$ cat src/rtl/core/msrr_pkg.sv
// Shared types and constants for the minimal standard random range unit.
`default_nettype none

package msrr_pkg;

  localparam int unsigned STATE_W = 31;
  localparam int unsigned MULT_W  = 15;
  localparam int unsigned PROD_W  = STATE_W + MULT_W;
  localparam int unsigned STEP_W  = 5;

  localparam logic [STATE_W-1:0] PM_MODULUS = 31'h7FFF_FFFF;
  localparam logic [MULT_W-1:0]  PM_MULT    = 15'd16807;
  localparam logic [STATE_W-1:0] SEED_RESET = 31'd1;
  localparam logic [STEP_W-1:0]  LAST_STEP  = 5'd30;

  localparam logic CMD_RAW   = 1'b0;
  localparam logic CMD_RANGE = 1'b1;

  typedef struct packed {
    logic               cmd;
    logic signed [31:0] low_bound;
    logic signed [31:0] high_bound;
  } req_t;

  typedef struct packed {
    logic signed [31:0] value;
    logic               range_error;
  } rsp_t;

  typedef struct packed {
    logic load_req;
    logic advance;
    logic div_step;
    logic load_rsp;
  } ctl_t;

  typedef struct packed {
    logic need_div;
  } sts_t;

endpackage

`default_nettype wire

$ cat src/rtl/core/msrr_ctrl.sv
// Sequencer for request capture, state advance, remainder steps and result hand-off.
`default_nettype none

module msrr_ctrl
  import msrr_pkg::*;
(
  input  wire logic clk,
  input  wire logic rst,
  input  wire logic cmd_valid,
  output logic      cmd_stall,
  output logic      rsp_valid,
  input  wire logic rsp_stall,
  input  wire sts_t sts,
  output ctl_t      ctl
);

  typedef enum logic [1:0] {
    S_IDLE,
    S_ADV,
    S_DIV,
    S_FIN
  } state_t;

  state_t            state;
  logic [STEP_W-1:0] step;
  logic              rsp_free;

  assign rsp_free  = !rsp_valid || !rsp_stall;
  assign cmd_stall = (state != S_IDLE);

  always_comb begin
    ctl          = '0;
    ctl.load_req = (state == S_IDLE) && cmd_valid;
    ctl.advance  = (state == S_ADV);
    ctl.div_step = (state == S_DIV);
    ctl.load_rsp = (state == S_FIN) && rsp_free;
  end

  always_ff @(posedge clk) begin
    if (rst) begin
      state     <= S_IDLE;
      step      <= '0;
      rsp_valid <= 1'b0;
    end else begin
      if (ctl.load_rsp) begin
        rsp_valid <= 1'b1;
      end else if (rsp_valid && !rsp_stall) begin
        rsp_valid <= 1'b0;
      end
      unique case (state)
        S_IDLE: begin
          if (cmd_valid) begin
            state <= S_ADV;
          end
        end
        S_ADV: begin
          step  <= '0;
          state <= sts.need_div ? S_DIV : S_FIN;
        end
        S_DIV: begin
          step <= step + 1'b1;
          if (step == LAST_STEP) begin
            state <= S_FIN;
          end
        end
        S_FIN: begin
          if (rsp_free) begin
            state <= S_IDLE;
          end
        end
        default: state <= S_IDLE;
      endcase
    end
  end

endmodule

`default_nettype wire

$ cat src/rtl/core/msrr_dp.sv
// Generator state, Mersenne reduction, bounds ordering and restoring remainder unit.
`default_nettype none

module msrr_dp
  import msrr_pkg::*;
(
  input  wire logic               clk,
  input  wire logic               rst,
  input  wire logic               seed_wr_en,
  input  wire logic [STATE_W-1:0] seed_wr_data,
  input  wire req_t               cmd_word,
  input  wire ctl_t               ctl,
  output sts_t                    sts,
  output rsp_t                    rsp_word
);

  logic [STATE_W-1:0] gen_state;
  logic [PROD_W-1:0]  prod;
  logic               need_div;
  logic               err;
  logic signed [31:0] lo_q;
  logic [STATE_W-1:0] span_q;
  logic [STATE_W-1:0] dvd;
  logic [STATE_W-1:0] rem;

  logic signed [31:0] lo_ord;
  logic signed [31:0] hi_ord;
  logic [32:0]        span_full;
  logic               span_err;
  logic [31:0]        fold;
  logic [STATE_W-1:0] state_next;
  logic [31:0]        trial;
  logic [31:0]        trial_diff;

  assign sts.need_div = need_div;

  always_comb begin
    if (cmd_word.low_bound > cmd_word.high_bound) begin
      lo_ord = cmd_word.high_bound;
      hi_ord = cmd_word.low_bound;
    end else begin
      lo_ord = cmd_word.low_bound;
      hi_ord = cmd_word.high_bound;
    end
    span_full = {hi_ord[31], hi_ord} - {lo_ord[31], lo_ord} + 33'd1;
    span_err  = span_full > {2'b00, PM_MODULUS};
  end

  // fold the product modulo 2^31-1; zero maps to the modulus
  always_comb begin
    fold = {1'b0, prod[STATE_W-1:0]} + {{(32-MULT_W){1'b0}}, prod[PROD_W-1:STATE_W]};
    if (fold > {1'b0, PM_MODULUS}) begin
      state_next = STATE_W'(fold - {1'b0, PM_MODULUS});
    end else if (fold == 32'd0) begin
      state_next = PM_MODULUS;
    end else begin
      state_next = fold[STATE_W-1:0];
    end
  end

  assign trial      = {rem, dvd[STATE_W-1]};
  assign trial_diff = trial - {1'b0, span_q};

  always_ff @(posedge clk) begin
    if (rst) begin
      gen_state <= SEED_RESET;
    end else if (seed_wr_en) begin
      gen_state <= seed_wr_data;
    end else if (ctl.advance) begin
      gen_state <= state_next;
    end
  end

  always_ff @(posedge clk) begin
    if (ctl.load_req) begin
      prod     <= {{MULT_W{1'b0}}, gen_state} * PM_MULT;
      need_div <= (cmd_word.cmd == CMD_RANGE) && !span_err;
      err      <= (cmd_word.cmd == CMD_RANGE) && span_err;
      lo_q     <= lo_ord;
      span_q   <= span_full[STATE_W-1:0];
    end
    if (ctl.advance) begin
      dvd <= state_next;
      rem <= '0;
    end else if (ctl.div_step) begin
      dvd <= {dvd[STATE_W-2:0], 1'b0};
      if (trial >= {1'b0, span_q}) begin
        rem <= trial_diff[STATE_W-1:0];
      end else begin
        rem <= trial[STATE_W-1:0];
      end
    end
    if (ctl.load_rsp) begin
      rsp_word.range_error <= err;
      if (need_div) begin
        rsp_word.value <= lo_q + signed'({1'b0, rem});
      end else begin
        rsp_word.value <= signed'({1'b0, gen_state});
      end
    end
  end

endmodule

`default_nettype wire

$ cat src/rtl/core/minimal_standard_random_range_unit.sv
// Top level of the minimal standard random range unit.
// Each accepted word advances the 31-bit generator (16807 * state mod 2^31-1, zero
// mapped to 2^31-1) and returns one result word: the raw draw for cmd 0, or for
// cmd 1 low + (draw mod span) over the ordered bounds, with range_error set and the
// raw draw returned when the span exceeds 2^31-1. One word is in flight at a time.
// A raw or out-of-range word passes through the advance and finish states; a bounded
// word also passes through the restoring remainder unit, which retires one dividend bit
// per cycle over 31 bits. A new word is accepted while the previous result still
// waits in the output register. Writing seed_wr_data reloads the generator state;
// the state resets to 1.
`default_nettype none

module minimal_standard_random_range_unit
  import msrr_pkg::*;
(
  input  wire logic               clk,
  input  wire logic               rst,
  input  wire logic               seed_wr_en,
  input  wire logic [STATE_W-1:0] seed_wr_data,
  input  wire logic               cmd_valid,
  output logic                    cmd_stall,
  input  wire req_t               cmd_word,
  output logic                    rsp_valid,
  input  wire logic               rsp_stall,
  output rsp_t                    rsp_word
);

  ctl_t ctl;
  sts_t sts;

  msrr_ctrl u_ctrl (
    .clk       (clk),
    .rst       (rst),
    .cmd_valid (cmd_valid),
    .cmd_stall (cmd_stall),
    .rsp_valid (rsp_valid),
    .rsp_stall (rsp_stall),
    .sts       (sts),
    .ctl       (ctl)
  );

  msrr_dp u_dp (
    .clk          (clk),
    .rst          (rst),
    .seed_wr_en   (seed_wr_en),
    .seed_wr_data (seed_wr_data),
    .cmd_word     (cmd_word),
    .ctl          (ctl),
    .sts          (sts),
    .rsp_word     (rsp_word)
  );

endmodule

`default_nettype wire

$ cat config.mk
export PLATFORM = sky130hd
export DESIGN_NAME = minimal_standard_random_range_unit
export DESIGN_NICKNAME = d
export VERILOG_FILES = /design/src/rtl/core/msrr_pkg.sv /design/src/rtl/core/msrr_ctrl.sv /design/src/rtl/core/msrr_dp.sv /design/src/rtl/core/minimal_standard_random_range_unit.sv
export SDC_FILE = /design/constraint.sdc
export NUM_CORES = 1
export LEC_CHECK = 0
export ABC_AREA = 1
export BUFFER_PORTS_ARGS = -buffer_cell sky130_fd_sc_hd__buf_2
export CORE_ASPECT_RATIO = 0.5
export CORE_UTILIZATION = 49
export CTS_BUF_LIST = sky130_fd_sc_hd__clkbuf_4 sky130_fd_sc_hd__clkbuf_8
export CTS_CLUSTER_SIZE = 12
export DETAILED_ROUTE_END_ITERATION = 6
export GPL_TIMING_DRIVEN = 0
export PLACE_DENSITY = 0.77
export SLEW_MARGIN = 20
export SYNTH_ARGS = -nofsm -noshare
export SYNTH_HDL_FRONTEND = slang
export SYNTH_SLANG_ARGS = --single-unit
$ cat constraint.sdc
create_clock -name clk -period 7.5 [get_ports clk]
set_input_delay 1.5 -clock clk [delete_from_list [all_inputs] [get_ports clk]]
set_output_delay 1.5 -clock clk [all_outputs]
set_load 0.005 [all_outputs]
* After elaboration in Yosys (flattened, before gate mapping)
Cells that the tools add are included.
** Word-level totals
- Register bits :: 245
- Bits of input ports :: 101
- Memories kept :: 0
- Latch bits :: 0
- Output and inout port bits :: 35
- RAM bits :: 0
- Bits in read-only memories :: 0
- Word-level logic and storage cells :: 67
** Cells by class
- Shift-type cells :: 0
- Div/mod/pow operators :: 0
- Order comparisons :: 4
- Reduce and logical (&&, ||, !) cells :: 16
- Add/sub/neg operators :: 7
- Muxes and demuxes :: 18
- Equality and inequality tests :: 7
- Bitwise logic cells :: 0
- Multipliers :: 1
** Operators by type and width (count)
- $mux 31 :: 8
- $mux 32 :: 2
- $mul 31x15->46 const B :: 1
- $add 33x1->33 const B :: 1
- $gt 33x31->1 const B :: 1
- $sub 32x32->33 :: 1
- $add 31x15->32 :: 1
- $add 32x32->32 :: 1
- $ge 32x31->1 :: 1
- $gt 32x31->1 const B :: 1
- $gt 32x32->1 :: 1
- $logic_not 32->1 :: 1
- $sub 31x31->31 :: 1
- $sub 31x31->31 const B :: 1
- $pmux 5 s2 :: 1
- $pmux 2 s4 :: 1
- $reduce_bool 2->1 :: 4
- $mux 2 :: 3
- $add 5x1->5 const B :: 1
- $eq 5x5->1 const B :: 1
- $logic_and 1x1->1 :: 5
- $eq 2x2->1 const B :: 2
- $ne 2x1->1 const B :: 2
- $logic_not 1->1 :: 3
- 6 further kinds :: 8

* Depth between registers and ports, before layout
Gate-level depths: netlist of run 1.
- Depth in word-level cells :: 7
- Depth in mapped cells :: 30
- Mapped depth without buffers :: 30

* Modules after synthesis
From an unflattened synthesis of run 1, not the netlist that was laid out.
** Second synthesis, totals
- Cell total of the unflattened synthesis :: 3108
- Area total of the unflattened synthesis :: 24836.3 um^2
** By module, submodules not included
- msrr_dp :: cells each 3041, times used 1, area an instance 24339.6 um^2, seq. area each 6496.2 um^2
- msrr_ctrl :: cells each 67, times used 1, area an instance 496.7 um^2, seq. area each 160.2 um^2

* Worst setup path after synthesis of run 1
Ideal clock, no wire load.
- Kind :: in2reg
- Start :: in cmd_word[31] (netlist name)
- End :: reg u_dp.span_q[25] (data pin)
- Setup time :: 0.260 ns
- Cell stages on the path :: 25
- Slack :: 2.118 ns
- Data required time :: 7.240 ns
- Path buffers :: 1
- Arrival time :: 5.123 ns
- Cells stage by stage :: inv_1 > ha_1 > nand4_1 > or2_1 > nor3_1 > nand2_1 > nand2_1 > nand2_1 > nand3_1 > clkbuf_1 > nand2_1 > o21ai_0 > nand2_1 > fa_1 > nand3_1 > nand2_1 > a21oi_1 > o21ai_0 > a21boi_1 > o21bai_1 > a21oi_1 > nand2_1 > nand3_1 > nand2_1 > xor2_1
** Between the ends
- Cells in the longest elaborated chain, start to end :: 4
- Elaborated cells between the ends (all ways) :: 5
- Those cells by class :: add/sub: 2; order compare: 1; mux: 2
** RTL lines
- start: declaration :: RTL line minimal_standard_random_range_unit.sv:22 : input wire req_t cmd_word,
- $gt 32x32->1 :: RTL line msrr_dp.sv:38 : if (cmd_word.low_bound > cmd_word.high_bound) begin
- $mux 32 :: RTL line msrr_dp.sv:38
- net u_dp.lo_ord[1] :: RTL line msrr_dp.sv:26 : logic signed [31:0] lo_ord;
- $sub 32x32->33 :: RTL line msrr_dp.sv:45 : span_full = {hi_ord[31], hi_ord} - {lo_ord[31], lo_ord} + 33'd1;
- $add 33x1->33 :: RTL line msrr_dp.sv:45
- net u_dp.span_full[25] :: RTL line msrr_dp.sv:28 : logic [32:0] span_full;
- end signal: assignment :: RTL line msrr_dp.sv:80 : span_q <= span_full[STATE_W-1:0];
- end: declaration :: RTL line msrr_dp.sv:22 : logic [STATE_W-1:0] span_q;
The timed path passes the listed nets, and every way through them passes these cells.
A chain may end at the register's enable or synchronous reset.

* Final worst setup path of run 1
- Start :: in cmd_word[31] (netlist name)
- End :: reg u_dp.err (data pin)
** Between the ends
- Cells in the longest elaborated chain, start to end :: 6
- Elaborated cells between the ends (all ways) :: 7
- Those cells by class :: add/sub: 2; order compare: 2; mux: 2; reduce/logical: 1
** RTL lines
- $gt 32x32->1 :: RTL line msrr_dp.sv:38
- $mux 32 :: RTL line msrr_dp.sv:38
- net u_dp.lo_ord[1] :: RTL line msrr_dp.sv:26
- $sub 32x32->33 :: RTL line msrr_dp.sv:45
- $add 33x1->33 :: RTL line msrr_dp.sv:45
- $gt 33x31->1 :: RTL line msrr_dp.sv:46 : span_err = span_full > {2'b00, PM_MODULUS};
- $logic_and 1x1->1 :: RTL line msrr_dp.sv:78 : err <= (cmd_word.cmd == CMD_RANGE) && span_err;
- end signal: assignment :: RTL line msrr_dp.sv:78
- end: declaration :: RTL line msrr_dp.sv:20 : logic err;
The timed path passes the listed nets, and every way through them passes these cells.

==> metrics, run 1 <==
post-synthesis cell area 0.02539 mm^2; setup TNS 0 ns; EDFF count, synth 175; CTS tree done; Crit path largest cell delay between 0.5 and 0.6 ns; hold bufs inserted after CTS 0; boundary pin count roughly 140; outcome complete, no violations; Worst Hold Path EP u_dp.rsp_word[0]; GR Util All Layers a little over a quarter; Reg power frac 20.6%; Detailed Routing Iterations Pass 1 5; HP Start u_dp.err; P_sw 0.006609 W; CTS resizes 0; Final HPWL DP ~59,000 um; core area 0.05065 mm^2; Post-CTS Setup Bufs 0; R2R Setup Slk 1.19 ns; Worst-path clk slew 0.07 ns; Max-slew headroom 50.69%; CP endpoint kind flop; largest net degree at the start of global routing 66; H-tree Lvls 2; vias ~22,000; Startpoint Class primary input; fillers 4,771; max_cap viols 0; port bufs 133; cts bufs inserted 38; Tightest Pin Transition between 0.7 and 0.8 ns; initial core utilization 50.12%; global-route wire length before repair 111,800 um; Period minus WS final 6.673 ns; Setup violations, final 0; Comb pwr share 69.4%; CP required slightly below 8 ns; clock power share 10.0%; Yosys cell types 53; number of global-route vias before repair 21,910; height of the die 163.0 um; grt total ovfl 0; final worst-path cycle share 88.97%; Finished Layout Cells 4,097; DR iter-0 viols 1,638; worst path arrival time approximately 7 ns; dominant synthesized flop cell edfxtp_1; die width 323.9 um; die area 0.05278 mm^2; DRT antenna net count 0; Internal 0.006097 W; top-area cell type share of the netlist area 20.70%; vias per inst 5.457; Layout Skew approximately 0.056 ns; initial antenna violation count 1; Slowest cell on crit path nand3_1; worst skew pair latency 0.58 ns; Max VDD drop 0.3200 mV; CTS Sinks around 250; DR WL/cell ~17 um; FF-to-FF End u_dp.prod[41]; Hold WC Path Type flop to flop; Clock Path Buffers 3; PD cells 456.0 mW/mm^2; cell count after synthesis 3,199; WS Path Type primary input to flop; total number of yosys warnings 0; WL final 70,580 um; Mean Syn Cell Area 7.936 um^2; Rows 58; Peak Freq between 100 and 150 MHz; Slew Limit Fails 0; area leader, netlist edfxtp_1; Leakage between 10 and 15 nW; syn_nets 3,777; Post-synth ARST share 0%; Hold Path Depth 0; FF-to-FF Start u_dp.gen_state[14]; clock root cell clkbuf_8; CP max FO 10; cells taking the most area after synthesis edfxtp_1, ha_1, fa_1; Yosys reg bits 245; placed insts 4,025; Reg2Reg Depth 19; P&R area growth vs syn 9.754%; switching share of total power 52.01%; cell mode on critical path nand2_1; share of layout cells above drive strength 1 8.348%; RSZ-0062 raised after global routing false; routability cong. approximately 0.95; sequential area share after synthesis between 20% and 30%; NumNets Final 3,953; final number of hold-violating endpoints 0; drt drc 0
[cells in the mapped netlist (15+ instances only)]
master	number
nand2_1	617
o21bai_1	21
a21oi_1	280
nand3_1	145
edfxtp_1	175
inv_1	494
xnor2_1	58
nor2_1	267
a21o_1	17
a22oi_1	30
nand4_1	33
fa_1	137
nor3_1	34
ha_1	340
dfxtp_1	70
o21ai_0	174
xor2_1	61
nand3b_1	15
nand2_2	32
a31oi_1	31
clkbuf_1	32
[critical path, delay by kind of cell]
kind,cells,cell delay (ns)
compound gates,5,1.10
xor+xnor,1,0.16
buf+inv,5,0.80
simple gates,13,2.57
fa+ha+maj,2,0.84
[registers in the layout, indices dropped and copies added, names as in the netlist, 2 cells and up]
signal          flops
u_ctrl.state        2
u_dp.lo_q          32
u_dp.prod          46
u_ctrl.step         5
u_dp.dvd           31
u_dp.span_q        31
u_dp.rem           31
u_dp.gen_state     31
u_dp.rsp_word      33
[how the worst max path moves through the flow]
stage,start,endpoint,cells after the start
floorplan,cmd_word[31],u_dp.span_q[25],25
global placement,cmd_word[31],u_dp.err,26
detailed placement,cmd_word[31],u_dp.err,26
CTS,cmd_word[31],u_dp.err,26
global route,cmd_word[31],u_dp.err,26
finish,cmd_word[31],u_dp.err,26
[logic make-up (layout without fill, tap and decap cells)]
logic type	after synthesis	count (layout)	synth area share [%]
and+or+nand+nor	1189	1189	19.83
xor gates and xnor gates	119	119	4.105
AOI/OAI and AO/OA	616	616	13.63
other	0	5	0
buffers and inverters	553	756	8.659
DFF	245	245	26.22
adders and majority gates	477	477	27.56
[routing by layer]
metal	wire length [um]	global-route usage, %	vias to the layer above
li1	-	-	11080
met1	31350	35.76	10470
met2	32670	45.20	654
met3	3988	3.482	153
met4	2571	9.863	0
met5	0	0	-
[final cells by class]
cell class | instances | area [um^2] | area share [%]
Sequential cell | 245 | 6656 | 23.89
Inverter | 499 | 1878 | 6.740
Buffer | 54 | 325.3 | 1.168
Clock inverter | 16 | 182.7 | 0.6556
Clock buffer | 51 | 658.1 | 2.362
Timing Repair Buffer | 136 | 740.7 | 2.658
Multi-Input combinational cell | 2401 | 16550 | 59.38
Antenna cell | 5 | 12.51 | 0.04491
Tap cell | 690 | 863.3 | 3.098
[stage by stage]
| step | utilization, % | setup WS [ns] | cell area, um^2 | hold WS, ns | total power [W] |
|---|---|---|---|---|---|
| finish | 55.01 | 0.8270 | 27860 | 0.4349 | 0.01271 |
| global route | 55.01 | 0.4096 | 27860 | 0.4593 | 0.01398 |
| CTS | 54.98 | 0.8389 | 27850 | 0.4366 | 0.01268 |
| detailed placement | 53.32 | 0.2709 | 27010 | 0.4205 | 0.01135 |
| global placement | 53.14 | 0.3380 | 26920 | 0.4017 | 0.01114 |
| floorplan | - | 2.118 | 25390 | 0.4003 | 0.008925 |
[power groups by stage]
stage / registers, W / logic [W] / clock network, W
3_3_place_gp: 0.00267 / 0.00847 / 0
3_5_place_dp: 0.00264 / 0.00872 / 0
6_report: 0.00262 / 0.00882 / 0.00127
4_1_cts: 0.00261 / 0.00878 / 0.00129
5_1_grt: 0.00266 / 0.00997 / 0.00135
2_1_floorplan: 0.00249 / 0.00643 / 0
[cell usage in the layout, fill, tap and decap left out, types with 30 or more instances in the layout]
| master | count |
|---|---|
| a21oi_1 | 279 |
| a22oi_1 | 30 |
| a31oi_1 | 31 |
| buf_2 | 137 |
| clkbuf_1 | 32 |
| clkbuf_8 | 50 |
| dfxtp_1 | 70 |
| edfxtp_1 | 175 |
| fa_1 | 137 |
| ha_1 | 339 |
| inv_1 | 493 |
| nand2_1 | 617 |
| nand2_2 | 32 |
| nand3_1 | 145 |
| nand4_1 | 33 |
| nor2_1 | 267 |
| nor3_1 | 34 |
| o21ai_0 | 174 |
| xnor2_1 | 58 |
| xor2_1 | 61 |
No activity file was read; power rests on OpenSTA's default activity.
==> run 2: changes to the inputs <==
Settings changed: SYNTH_HIERARCHICAL set to 1.
==> metrics, run 2 <==
PD cells 505.4 mW/mm^2 (was 456.0 mW/mm^2); failing checks design-rule violations; Max-slew headroom 47.07% (was 50.69%); Most flops, register u_dp/prod (was u_dp.prod); outcome finished with violations (was complete, no violations); Worst-path clk slew 0.06 ns (was 0.07 ns); Comb pwr share 70.9% (was 69.4%); drt drc 10 (was 0); Detailed Routing Iterations Pass 1 7 (was 5); Startpoint Class flop (was primary input); CP required 7.76 ns (was 7.82 ns); clock power share 8.8% (was 10.0%); CTS tree done (unchanged); P_sw 0.007258 W (was 0.006609 W); NumNets Final 3,861 (was 3,953); die area 0.05165 mm^2 (was 0.05278 mm^2); Hold Path Depth 0 (unchanged); pre-CTS setup slack 0.6349 ns (was 0.2709 ns); hold bufs inserted after CTS 0 (unchanged); RSZ-0062 raised after global routing false (unchanged); routability cong. 0.9765 (was 0.9466); Util after Layout 55.32% (was 55.01%); initial antenna violation count 1 (unchanged); DR iter-0 viols 1,744 (was 1,638); commonest cells after routing, fill and taps aside nand2_1, inv_1, ha_1 (unchanged); vias 21,550 (was 22,360); Rows 57 (was 58); clock root cell clkbuf_8 (unchanged); DRT antenna net count 0 (unchanged); HP Start u_dp/err (was u_dp.err); Slew Limit Fails 0 (unchanged); Adder-Cell Fraction of Synth Area 28.07% (was 27.56%); Yosys cell types 50 (was 53); vias per inst 5.399 (was 5.457); commonest non-fill, non-tap cell in the layout nand2_1 (unchanged); post-synthesis xor/xnor area fraction 3.914% (was 4.105%); R2R Setup Slk 1.18 ns (was 1.19 ns); Worst Hold Path EP u_dp/rsp_word[0] (was u_dp.rsp_word[0]); top cells by count, synth nand2_1, inv_1, ha_1 (unchanged); core area 0.04928 mm^2 (was 0.05065 mm^2); cts bufs inserted 38 (unchanged); CP max FO 6 (was 10); switching share of total power 52.68% (was 52.01%); Post-CTS Setup Bufs 0 (unchanged); CP endpoint kind flop (unchanged); final worst-path cycle share 84.21% (was 88.97%); top-area cell type share of the netlist area 21.16% (was 20.70%); multiplexer area fraction after synthesis 0% (unchanged); Peak Freq 158.3 MHz (was 149.9 MHz); fraction of the mapped netlist area in simple logic gates 20.20% (was 19.83%); cell count after synthesis 3,108 (was 3,199); worst hold slack 0.4256 ns (was 0.4349 ns); die width 320.4 um (was 323.9 um); DR WL/cell 16.99 um (was 17.23 um); grt total ovfl 0 (unchanged); Clock Path Buffers 3 (unchanged); EDFF count, synth 175 (unchanged); share of layout cells above drive strength 1 9.146% (was 8.348%); Period minus WS final 6.316 ns (was 6.673 ns); Layout Skew 0.05365 ns (was 0.05581 ns); Internal 0.006520 W (was 0.006097 W); post-synthesis cell area 0.02484 mm^2 (was 0.02539 mm^2); FF-to-FF Start u_dp/gen_state[15] (was u_dp.gen_state[14]); height of the die 161.2 um (was 163.0 um); boundary pin count 136 (unchanged); WS Path Type flop to flop (was primary input to flop); WL final 67,820 um (was 70,580 um); cells taking the most area after synthesis edfxtp_1, ha_1, fa_1 (unchanged); Setup violations, final 0 (unchanged); setup TNS 0 ns (unchanged); main combinational cell family by area after synthesis adder cells (unchanged); sequential area share after synthesis 26.80% (was 26.22%); final worst slack 1.184 ns (was 0.8270 ns); port bufs 134 (was 133); Compound-Gate Fraction of Synth Area 12.68% (was 13.63%); GR Util All Layers 26.31% (was 26.99%); total number of yosys warnings 6 (was 0); max_cap viols 0 (unchanged); total power 0.01378 W (was 0.01271 W); Largest regs u_dp/prod x46, u_dp/rsp_word x33, u_dp/lo_q x32 (was u_dp.prod x46, u_dp.rsp_word x33, u_dp.lo_q x32); worst skew pair latency 0.58 ns (about the same); Leakage 13.74 nW (was 13.80 nW); worst path arrival time 6.58 ns (was 7.00 ns); area leader, netlist edfxtp_1 (unchanged); final number of hold-violating endpoints 0 (unchanged); count leader, synth nand2_1 (unchanged); global-route wire length before repair 107,700 um (was 111,800 um); Reg power frac 20.3% (was 20.6%); max reg flops 46 (unchanged); dominant synthesized flop cell edfxtp_1 (unchanged); Hold WC Path Type flop to flop (unchanged); initial core utilization 50.40% (was 50.12%); Max VDD drop 0.2595 mV (was 0.3200 mV); number of global-route vias before repair 21,100 (was 21,910); Reg2Reg Depth 22 (was 19); FF-to-FF End u_dp/prod[42] (was u_dp.prod[41]); Post-synth ARST share 0% (unchanged); CTS Sinks 245 (unchanged); P&R area growth vs syn 9.768% (was 9.754%); H-tree Lvls 2 (unchanged); Mean Syn Cell Area 7.991 um^2 (was 7.936 um^2); Final HPWL DP 57,170 um (was 59,330 um); largest net degree at the start of global routing 66 (unchanged); syn_nets 3,684 (was 3,777); CTS resizes 0 (unchanged); Yosys reg bits 245 (unchanged); Tightest Pin Transition 0.7940 ns (was 0.7319 ns)
run 2: changes by cell type after synthesis, sizes merged, moves of 9 or more:
cell and change:
o21bai -13, nor3 -9, a21oi -48, nor2 -24, nand2 +21, o21ai +18
nand4 -11, a31oi -17, xnor2 -16, nand3 +17
run 2: worst max path at each step:
stage	startpoint	end	cells after the start
after global placement	cmd_word[31]	u_dp/span_q[29]	26
after floorplan	u_dp/gen_state[13]	u_dp/prod[42]	22
after CTS	u_dp/gen_state[13]	u_dp/prod[42]	22
final	u_dp/gen_state[15]	u_dp/prod[42]	22
after detailed placement	cmd_word[31]	u_dp/span_q[29]	25
after global routing	u_dp/gen_state[15]	u_dp/prod[42]	22
run 2: metal layers:
metal / global-route usage (%) / share of wire, %
met1: 33.84 / 44
met2: 46.22 / 48
met3: 3.674 / 6.2
met4: 7.482 / 2.4
met5: 0 / 0
run 2: area by class of cell:
cell class | instances | area (um^2)
Fill cell | 4484 | 22020
Antenna cell | 1 | 2.502
Timing Repair Buffer | 137 | 745.7
Inverter | 492 | 1852
Tap cell | 678 | 848.3
Clock inverter | 16 | 153.9
Clock buffer | 52 | 659.4
Buffer | 49 | 224.0
Multi-Input combinational cell | 2322 | 16120
Sequential cell | 245 | 6656
run 2: critical path: stages, from the launching register on:
cell	delay, ns
dfxtp_1	0.64
inv_1	0.28
fa_1	0.56
inv_1	0.05
ha_1	0.26
inv_1	0.06
fa_1	0.52
fa_1	0.44
fa_1	0.55
inv_1	0.05
fa_1	0.47
ha_1	0.38
a21oi_1	0.22
nor2_1	0.06
nor2_1	0.08
inv_1	0.06
a21boi_0	0.17
nand2_1	0.08
a21oi_1	0.25
o21ai_0	0.22
a21oi_1	0.31
o21ai_0	0.15
xor2_1	0.18
run 2: kinds of logic after synthesis:
| logic type | count (synthesis) |
|---|---|
| xor gates and xnor gates | 111 |
| buffers and inverters | 541 |
| DFF | 245 |
| and+or+nand+nor | 1177 |
| AOI/OAI and AO/OA | 559 |
| adders and majority gates | 475 |
run 2: stage by stage:
stage	cells	area (um^2)
4_1_cts	3991	27260
3_5_place_dp	3923	26450
2_1_floorplan	3108	24840
5_1_grt	3992	27260
3_3_place_gp	3920	26360
6_report	3992	27260
run 2: power by group through the flow:
stage               sequential, W  clock [W]  combinational [W]
CTS                       0.00278    0.00123            0.00972
detailed placement        0.00280          0            0.00965
finish                    0.00280    0.00121            0.00977
global route              0.00283    0.00129             0.0110
floorplan                 0.00260          0            0.00727
global placement          0.00282          0            0.00939
